## src/rtl/vpmc_pkg.sv

```systemverilog
// Package: types and constants shared by the vehicle power mode controller.
package vpmc_pkg;

    localparam int unsigned ModeW    = 3;
    localparam int unsigned TimeoutW = 22;
    localparam int unsigned PassCntW = 4;

    localparam logic [ModeW-1:0] MODE_UNKNOWN = 3'd0;
    localparam logic [ModeW-1:0] MODE_LOST    = 3'd1;
    localparam logic [ModeW-1:0] MODE_BACKUP  = 3'd2;
    localparam logic [ModeW-1:0] MODE_NORMAL  = 3'd3;
    localparam logic [ModeW-1:0] MODE_STANDBY = 3'd4;
    localparam logic [ModeW-1:0] MODE_READY   = 3'd5;
    localparam logic [ModeW-1:0] MODE_RUN     = 3'd6;

    localparam logic [TimeoutW-1:0] TIMEOUT_RESET = 22'd60000;
    localparam logic [PassCntW-1:0] PASS_LAST     = 4'd15;

    typedef struct packed {
        logic             override_valid;
        logic [ModeW-1:0] override_mode;
        logic [31:0]      now_ms;
        logic             power_ok;
        logic             start_pressed;
        logic             shutdown_pressed;
        logic             remote_nearby;
        logic             finger_matched;
        logic             node_error;
        logic             motor_running;
    } vpmc_in_t;

    typedef struct packed {
        logic [ModeW-1:0] vehicle_mode;
        logic             report_yield;
        logic             stop_tasks;
        logic             start_tasks;
        logic             save_deferred;
        logic             remote_reset;
        logic             clear_finger;
    } vpmc_out_t;

    typedef enum logic [1:0] {
        ST_IDLE,
        ST_BUSY,
        ST_DONE
    } vpmc_state_t;

    typedef struct packed {
        logic load;
        logic step;
    } vpmc_cmd_t;

    typedef struct packed {
        logic settled;
    } vpmc_sts_t;

endpackage

```

## src/rtl/vpmc_datapath.sv

```systemverilog
// Datapath: mode state, latched check inputs, one rule pass per step, result flags.
module vpmc_datapath (
    input  logic                            clk,
    input  logic                            rst_n,
    input  vpmc_pkg::vpmc_cmd_t             cmd,
    output vpmc_pkg::vpmc_sts_t             sts,
    input  vpmc_pkg::vpmc_in_t              in_item,
    output vpmc_pkg::vpmc_out_t             out_item,
    input  logic                            cfg_we,
    input  logic [vpmc_pkg::TimeoutW-1:0]   cfg_data
);
    import vpmc_pkg::*;

    logic [TimeoutW-1:0] timeout_reg;
    logic [ModeW-1:0]    mode_reg, mode_next;
    logic [ModeW-1:0]    last_reg, last_next;
    logic [31:0]         entry_reg, entry_next;
    vpmc_in_t            item_reg;
    logic                start_reg, start_next;
    logic                shut_reg, shut_next;
    logic                finger_reg, finger_next;
    logic                y_reg, y_next;
    logic                stp_reg, stp_next;
    logic                sta_reg, sta_next;
    logic                sav_reg, sav_next;
    logic                rr_reg, rr_next;
    logic                cf_reg, cf_next;

    // one pass of the transition rules
    always_comb
    begin
        logic        entering;
        logic        s_eff;
        logic        sd_eff;
        logic        f_eff;
        logic [31:0] elapsed;
        logic        pwr;

        mode_next   = mode_reg;
        last_next   = last_reg;
        entry_next  = entry_reg;
        start_next  = start_reg;
        shut_next   = shut_reg;
        finger_next = finger_reg;
        y_next      = y_reg;
        stp_next    = stp_reg;
        sta_next    = sta_reg;
        sav_next    = sav_reg;
        rr_next     = rr_reg;
        cf_next     = cf_reg;

        pwr      = item_reg.power_ok;
        entering = (last_reg != mode_reg);
        s_eff    = start_reg & ~entering;
        sd_eff   = shut_reg;
        f_eff    = finger_reg;
        elapsed  = entering ? 32'd0 : (item_reg.now_ms - entry_reg);

        case (mode_reg)
            MODE_LOST:
            begin
                if (entering)
                begin
                    last_next = MODE_LOST;
                    y_next    = 1'b1;
                end
                if (pwr)
                    mode_next = MODE_NORMAL;
            end
            MODE_BACKUP:
            begin
                if (entering)
                begin
                    last_next  = MODE_BACKUP;
                    y_next     = 1'b1;
                    stp_next   = 1'b1;
                    entry_next = item_reg.now_ms;
                end
                if (elapsed > {{(32-TimeoutW){1'b0}}, timeout_reg})
                    mode_next = MODE_LOST;
                else if (pwr)
                    mode_next = MODE_NORMAL;
            end
            MODE_NORMAL:
            begin
                if (entering)
                begin
                    if (last_reg > MODE_NORMAL)
                        sav_next = 1'b1;
                    last_next  = MODE_NORMAL;
                    y_next     = 1'b1;
                    sta_next   = 1'b1;
                    start_next = 1'b0;
                    shut_next  = 1'b0;
                end
                if (!pwr)
                    mode_next = MODE_BACKUP;
                else if (s_eff)
                begin
                    if (item_reg.remote_nearby)
                        mode_next = MODE_STANDBY;
                    else
                        rr_next = 1'b1;
                end
            end
            MODE_STANDBY:
            begin
                if (entering)
                begin
                    last_next   = MODE_STANDBY;
                    start_next  = 1'b0;
                    cf_next     = 1'b1;
                    finger_next = 1'b0;
                    f_eff       = 1'b0;
                end
                if (!pwr || sd_eff)
                    mode_next = MODE_NORMAL;
                else if (f_eff)
                    mode_next = MODE_READY;
            end
            MODE_READY:
            begin
                if (entering)
                begin
                    last_next  = MODE_READY;
                    start_next = 1'b0;
                end
                if (!pwr || sd_eff)
                    mode_next = MODE_STANDBY;
                else if (!item_reg.node_error && s_eff)
                    mode_next = MODE_RUN;
            end
            MODE_RUN:
            begin
                if (entering)
                begin
                    last_next  = MODE_RUN;
                    start_next = 1'b0;
                end
                if (!pwr || (s_eff && !item_reg.motor_running) || sd_eff
                    || item_reg.node_error)
                    mode_next = MODE_READY;
            end
            default:
            begin
            end
        endcase
    end

    assign sts.settled = (mode_next == mode_reg);

    always_ff @(posedge clk or negedge rst_n)
    begin
        if (!rst_n)
        begin
            timeout_reg <= TIMEOUT_RESET;
            mode_reg    <= MODE_UNKNOWN;
            last_reg    <= MODE_UNKNOWN;
            entry_reg   <= '0;
            y_reg       <= 1'b0;
            stp_reg     <= 1'b0;
            sta_reg     <= 1'b0;
            sav_reg     <= 1'b0;
            rr_reg      <= 1'b0;
            cf_reg      <= 1'b0;
        end
        else
        begin
            if (cfg_we)
                timeout_reg <= cfg_data;
            if (cmd.load)
            begin
                if (in_item.override_valid)
                    mode_reg <= in_item.override_mode;
                y_reg   <= 1'b0;
                stp_reg <= 1'b0;
                sta_reg <= 1'b0;
                sav_reg <= 1'b0;
                rr_reg  <= 1'b0;
                cf_reg  <= 1'b0;
            end
            else if (cmd.step)
            begin
                mode_reg  <= mode_next;
                last_reg  <= last_next;
                entry_reg <= entry_next;
                y_reg     <= y_next;
                stp_reg   <= stp_next;
                sta_reg   <= sta_next;
                sav_reg   <= sav_next;
                rr_reg    <= rr_next;
                cf_reg    <= cf_next;
            end
        end
    end

    // latched item and working copies of start, shutdown and finger
    always_ff @(posedge clk)
    begin
        if (cmd.load)
        begin
            item_reg   <= in_item;
            start_reg  <= in_item.start_pressed;
            shut_reg   <= in_item.shutdown_pressed;
            finger_reg <= in_item.finger_matched;
        end
        else if (cmd.step)
        begin
            start_reg  <= start_next;
            shut_reg   <= shut_next;
            finger_reg <= finger_next;
        end
    end

    assign out_item.vehicle_mode  = mode_reg;
    assign out_item.report_yield  = y_reg;
    assign out_item.stop_tasks    = stp_reg;
    assign out_item.start_tasks   = sta_reg;
    assign out_item.save_deferred = sav_reg;
    assign out_item.remote_reset  = rr_reg;
    assign out_item.clear_finger  = cf_reg;

    a_stop_yields: assert property (@(posedge clk) disable iff (!rst_n)
        stp_reg |-> y_reg)
        else $error("stop_tasks without report_yield");
    a_start_yields: assert property (@(posedge clk) disable iff (!rst_n)
        sta_reg |-> y_reg)
        else $error("start_tasks without report_yield");
    a_save_start: assert property (@(posedge clk) disable iff (!rst_n)
        sav_reg |-> sta_reg)
        else $error("save_deferred without start_tasks");

endmodule

```

## src/rtl/vpmc_ctrl.sv

```systemverilog
// Controller: sequences load, rule passes and result delivery for one item.
module vpmc_ctrl (
    input  logic                 clk,
    input  logic                 rst_n,
    input  logic                 in_valid,
    output logic                 in_ready,
    output logic                 out_valid,
    input  logic                 out_ready,
    output vpmc_pkg::vpmc_cmd_t  cmd,
    input  vpmc_pkg::vpmc_sts_t  sts
);
    import vpmc_pkg::*;

    vpmc_state_t         state_reg, state_next;
    logic [PassCntW-1:0] pass_reg, pass_next;

    always_ff @(posedge clk or negedge rst_n)
    begin
        if (!rst_n)
        begin
            state_reg <= ST_IDLE;
            pass_reg  <= '0;
        end
        else
        begin
            state_reg <= state_next;
            pass_reg  <= pass_next;
        end
    end

    always_comb
    begin
        state_next = state_reg;
        pass_next  = pass_reg;
        in_ready   = 1'b0;
        out_valid  = 1'b0;
        cmd.load   = 1'b0;
        cmd.step   = 1'b0;
        unique case (state_reg)
            ST_IDLE:
            begin
                in_ready = 1'b1;
                if (in_valid)
                begin
                    cmd.load   = 1'b1;
                    pass_next  = '0;
                    state_next = ST_BUSY;
                end
            end
            ST_BUSY:
            begin
                cmd.step = 1'b1;
                if (sts.settled || pass_reg == PASS_LAST)
                    state_next = ST_DONE;
                else
                    pass_next = pass_reg + 1'b1;
            end
            ST_DONE:
            begin
                out_valid = 1'b1;
                if (out_ready)
                    state_next = ST_IDLE;
            end
            default:
                state_next = ST_IDLE;
        endcase
    end

    a_one_side: assert property (@(posedge clk) disable iff (!rst_n)
        !(in_ready && out_valid))
        else $error("input and output handshakes open together");
    a_load_busy: assert property (@(posedge clk) disable iff (!rst_n)
        (in_valid && in_ready) |=> (state_reg == ST_BUSY))
        else $error("accepted item did not start passes");
    a_settle_done: assert property (@(posedge clk) disable iff (!rst_n)
        (state_reg == ST_BUSY && sts.settled) |=> (state_reg == ST_DONE))
        else $error("settled mode not reported");
    a_drop_taken: assert property (@(posedge clk) disable iff (!rst_n)
        $fell(out_valid) |-> $past(out_ready))
        else $error("result withdrawn before taken");

endmodule

```

## src/rtl/vehicle_power_mode_controller_top.sv

```systemverilog
// Top level of the vehicle power mode controller.
//
//  channel | signals                      | moves
//  in      | in_valid/in_ready/in_data    | one check item
//  out     | out_valid/out_ready/out_data | one result item per check
//  cfg     | cfg_valid/cfg_ready/cfg_data | backup timeout in ms
//
// An item is loaded, then runs rule passes (at most 16, fewer once the mode
// settles) in the shared pass logic, then waits for the result handshake.
// One item is in flight at a time; in_ready is low until the result is taken.
// Reset: mode and last entered mode unknown, backup entry time 0, timeout 60000.
// cfg_ready is always high.
module vehicle_power_mode_controller_top (
    input  logic                           clk,
    input  logic                           rst_n,
    input  logic                           in_valid,
    output logic                           in_ready,
    input  vpmc_pkg::vpmc_in_t             in_data,
    output logic                           out_valid,
    input  logic                           out_ready,
    output vpmc_pkg::vpmc_out_t            out_data,
    input  logic                           cfg_valid,
    output logic                           cfg_ready,
    input  logic [vpmc_pkg::TimeoutW-1:0]  cfg_data
);
    import vpmc_pkg::*;

    vpmc_cmd_t cmd;
    vpmc_sts_t sts;

    assign cfg_ready = 1'b1;

    vpmc_ctrl u_ctrl (
        .clk       (clk),
        .rst_n     (rst_n),
        .in_valid  (in_valid),
        .in_ready  (in_ready),
        .out_valid (out_valid),
        .out_ready (out_ready),
        .cmd       (cmd),
        .sts       (sts)
    );

    vpmc_datapath u_datapath (
        .clk      (clk),
        .rst_n    (rst_n),
        .cmd      (cmd),
        .sts      (sts),
        .in_item  (in_data),
        .out_item (out_data),
        .cfg_we   (cfg_valid & cfg_ready),
        .cfg_data (cfg_data)
    );

endmodule
```

## config.mk

```make
export PLATFORM = sky130hd
export DESIGN_NAME = vehicle_power_mode_controller_top
export DESIGN_NICKNAME = d
export VERILOG_FILES = /design/src/rtl/vpmc_pkg.sv /design/src/rtl/vpmc_datapath.sv /design/src/rtl/vpmc_ctrl.sv /design/src/rtl/vehicle_power_mode_controller_top.sv
export SDC_FILE = /design/constraint.sdc
export NUM_CORES = 1
export LEC_CHECK = 0
export BUFFER_PORTS_ARGS = -buffer_cell sky130_fd_sc_hd__buf_2
export CORE_ASPECT_RATIO = 1.5
export CORE_MARGIN = 1
export CORE_UTILIZATION = 41
export DETAILED_ROUTE_END_ITERATION = 10
export SLEW_MARGIN = 20
export SYNTH_ARGS = -nofsm -noshare
export SYNTH_HDL_FRONTEND = slang
export SYNTH_SLANG_ARGS = --single-unit
```

## constraint.sdc

```tcl
create_clock -name clk -period 14.15 [get_ports clk]
set_clock_uncertainty 0.05 [all_clocks]
set_input_delay 1.415 -clock clk [delete_from_list [all_inputs] [get_ports clk]]
set_output_delay 1.415 -clock clk [all_outputs]
set_load 0.01 [all_outputs]
```

==> metrics.md <==
| Metric | Value |
|---|---|
| DRT iter0 DRCs | 273 |
| H-Tree Depth | 3 |
| Residual DRC | 0 |
| Internal power | 0.000970 W |
| Post-synth top area share | 22.8% |
| Part of the power in combinational logic | 56.2% |
| Setup_tns | 0 ns |
| Final Slew Violations | 0 |
| Syn Nets | 886 |
| Critical path endpoint category | flip-flop |
| Psw | 0.000782 W |
| Slowest CP cell | o21ai_0 |
| Antenna violations before repair | 0 |
| Critical Path Source Type | flip-flop |
| Pre-CTS setup slack | 8.90 ns |
| Overall routing resource usage | 18.8% |
| Share of flip-flops with an asynchronous set or reset | 64.9% |
| Number of antenna diodes | 0 |
| Mapped Area | about 7100 sq um |
| Core Area | 16900 sq um |
| Worst Max-Slew Pin Slew | 0.960 ns |
| Total CTS buffers | 9 |
| RSZ-0062 raised after global routing | false |
| Post-route cell area | 7990 sq um |
| Clock buffer depth | 2 |
| Die Wd | 110 um |
| Outcome | finished, final reports clean |
| Hold Vio Cnt, Final | 0 |
| Placed cell count | 1022 |
| Max Freq | between 0.15 and 0.2 GHz |
| Final HPWL DP | between 10 and 15 mm |
| Largest area contributor in the netlist | dfrtp_1 |
| CTS Sinks | 111 |
| Power Density | 219 nW/um^2 |
| Final hold slack | about 0.43 ns |
| Clk slew on worst S/H paths | 0.08 ns |
| Postcts setup bufs | 0 |
| Worst hold path type | flip-flop to flip-flop |
| Critical-path maximum fanout | 8 |
| Placed inst area | 7690 sq um |
| Num rows | 58 |
| Sequential area share after synthesis | a little over two fifths |
| Ratio of cells with drive above 1 in the final layout | 19.2% |
| Post-Syn Instances | ~760 |
| Root Driver | clkbuf_16 |
| Fin crit share | roughly 37% |
| Starting density of the core | 42.3% |
| Clock share of power | 14.8% |
| Die Ht | 164 um |
| Max reg flops | 36 |
| Crit-path cells | ha_1 > nand4_1 > or2_2 > a21oi_1 > o21ai_0 > a21oi_1 > o21bai_1 > a21boi_0 > o21a_1 > nor3_1 > nor3_1 > ha_1 > a21oi_1 > o21ai_0 > a211oi_1 > a21oi_1 > o21ai_0 > a31oi_1 > nor3_2 > o211ai_4 > mux2_4 |
| GRT Residual Overflow | 0 |
| Synth Flop Type | dfrtp_1 |
| Die area | approximately 18000 sq um |
| Setup WS post-layout | 8.90 ns |
| Wire per inst | 15.3 um |
| # port buffers | 80 |
| Synth cell types | 76 |
| Cell repeated most along the worst path | a21oi_1 |
| Area contributors post-synth | dfrtp_1, edfxtp_1, ha_1 |
| I/O pins | 82 |
| Syn-to-layout area delta | 11.8% |
| Worst-Skew Late Latency | 0.37 ns |
| Post-synth EDFFs | 39 |
| CTS tree | built |
| Mapped Avg Cell Area | roughly 9.4 sq um |
| Leakage power total | 3.56 nW |
| Seq pwr share | between 20 and 30% |
| Pin count of the biggest net entering global routing | 73 |
| Worst Path Buf+Inv | 0 |
| Routed vias/inst | 5.43 |
| Vias after detailed routing | between 5000 and 6000 |
| Seq cells post-synth | 111 |
| Final Critical Period | around 5.2 ns |
| Critical path arrival | between 5 and 6 ns |
| Final setup fails | 0 |
| Vias in the first global route | between 5000 and 6000 |
| CP Class | flip-flop to flip-flop |
| Sw Ratio | around 45% |
| Worst stage delay on the critical path | 0.48 ns |
| Slew margin rel. | 36.0% |
| Max VDD drop | 0.104 mV |
| Routed Antenna Nets | 0 |
| Cts hold-fix bufs | 0 |
| Max_cap viols | 0 |
| Final std cells w/o fill | 1038 |
| CTS resizes | 0 |
| Yosys warns | 0 |
| Pre-Repair DR Iteration Count | 5 |
| Worst path top cell family by delay | compound AO/OA/AOI/OAI gates |
| Placer congestion estimate | 0.865 |
| WP data required | 14.35 ns |
| Wire length of the first global-routing pass | 26.2 mm |
| Final net count | 948 |
| Detailed Route WL | 15.9 mm |
[placed cells by master (no fill, tap or decap), types with 8 or more instances in the layout]
cell type   n
inv_1      63
mux2_2     32
a21o_1     15
nand3_1    15
nand4_1    16
and2_1      8
edfxtp_1   39
a31oi_1     9
o21ai_0    57
nand2b_1    9
dfrtp_1    65
buf_2      79
nor3_1     18
o211ai_1    8
ha_1       54
nand2_1    71
clkbuf_16   9
a21oi_1    54
xnor2_1    15
nor2_1     56
xor2_1     13
[synth_stat cells, types with 3 or more instances]
cell type,count
a31oi_1,9
o21ai_0,57
o211ai_1,8
a21o_1,15
buf_4,7
nor2b_1,7
nand3_1,15
mux2i_1,3
o21bai_1,4
or2_2,4
a211oi_1,6
nor3_1,18
o31a_1,4
buf_2,3
nand4_1,16
dfstp_2,7
clkbuf_1,22
inv_1,63
or3_1,4
xnor2_1,15
nor2_1,56
mux2_2,32
and3_1,6
o22ai_1,7
dfrtp_1,65
a21oi_1,54
xor2_1,13
nand2_1,71
ha_1,54
nand2b_1,9
edfxtp_1,39
and2_1,8
a21boi_0,3
a221oi_1,3
o21a_1,3
[cell type report]
type                       instances  area, sq um
tap                              210          263
fill                            1657         8920
multi-input combinational        552         3770
timing repair buffer              84          433
sequential                       111         2980
clock inverter                     7         78.8
clock buffer                       9          225
inverter                          65          244
[metrics by stage]
step                utilization (%)  power [W]
global placement               45.5    0.00149
finish                         47.3    0.00175
detailed placement             45.5    0.00150
floorplan                         -    0.00127
CTS                            47.3    0.00176
global route                   47.3    0.00191
[power by group through the flow]
stage / sequential [W] / clock, W / combinational [W]
floorplan: 0.000482 / 0 / 0.000788
global placement: 0.000512 / 0 / 0.000979
detailed placement: 0.000513 / 0 / 0.000983
CTS: 0.000507 / 0.000268 / 0.000989
global route: 0.000521 / 0.000281 / 0.00111
finish: 0.000508 / 0.000259 / 0.000985
[final timing paths]
check / start / depth (start not counted) / endpoint / slack, ns
min: u_datapath.stp_reg / 2 / u_datapath.stp_reg / 0.43
max in group asynchronous: rst_n / 1 / u_datapath.entry_reg[13] / 12.26
min in group asynchronous: rst_n / 1 / u_datapath.y_reg / 1.13
min reg2reg: u_datapath.stp_reg / 2 / u_datapath.stp_reg / 0.43
max: u_datapath.item_reg[17] / 21 / u_ctrl.pass_reg[0] / 8.90
max reg2reg: u_datapath.item_reg[17] / 21 / u_ctrl.pass_reg[0] / 8.90
[cell families after synthesis]
family	Yosys count	share of synthesized area, %
buffers and inverters	98	5.57
and+or+nand+nor	230	15.6
other	1	0.0525
AOI/OAI and AO/OA	202	18.2
adders and majority gates	55	9.74
muxes	36	5.67
xor gates and xnor gates	28	3.43
DFF	111	41.7
[worst register-to-register path, stage by stage (launching register included)]
cell,delay [ns]
edfxtp_1,0.42
ha_1,0.44
nand4_1,0.10
or2_2,0.29
a21oi_1,0.32
o21ai_0,0.15
a21oi_1,0.17
o21bai_1,0.09
a21boi_0,0.30
o21a_1,0.19
nor3_1,0.05
nor3_1,0.15
ha_1,0.28
a21oi_1,0.14
o21ai_0,0.13
a211oi_1,0.23
a21oi_1,0.09
o21ai_0,0.48
a31oi_1,0.18
nor3_2,0.41
o211ai_4,0.15
mux2_4,0.31
[metal layers]
layer  global-route usage (%)  up-vias  wire length [um]
met1                     23.0     2642              7050
met4                     6.79        0               349
met2                     32.9      126              7890
met3                     2.75       22               595
met5                        0        -                 0
li1                         -     2851                 -
No activity file was read; power rests on OpenSTA's default activity.
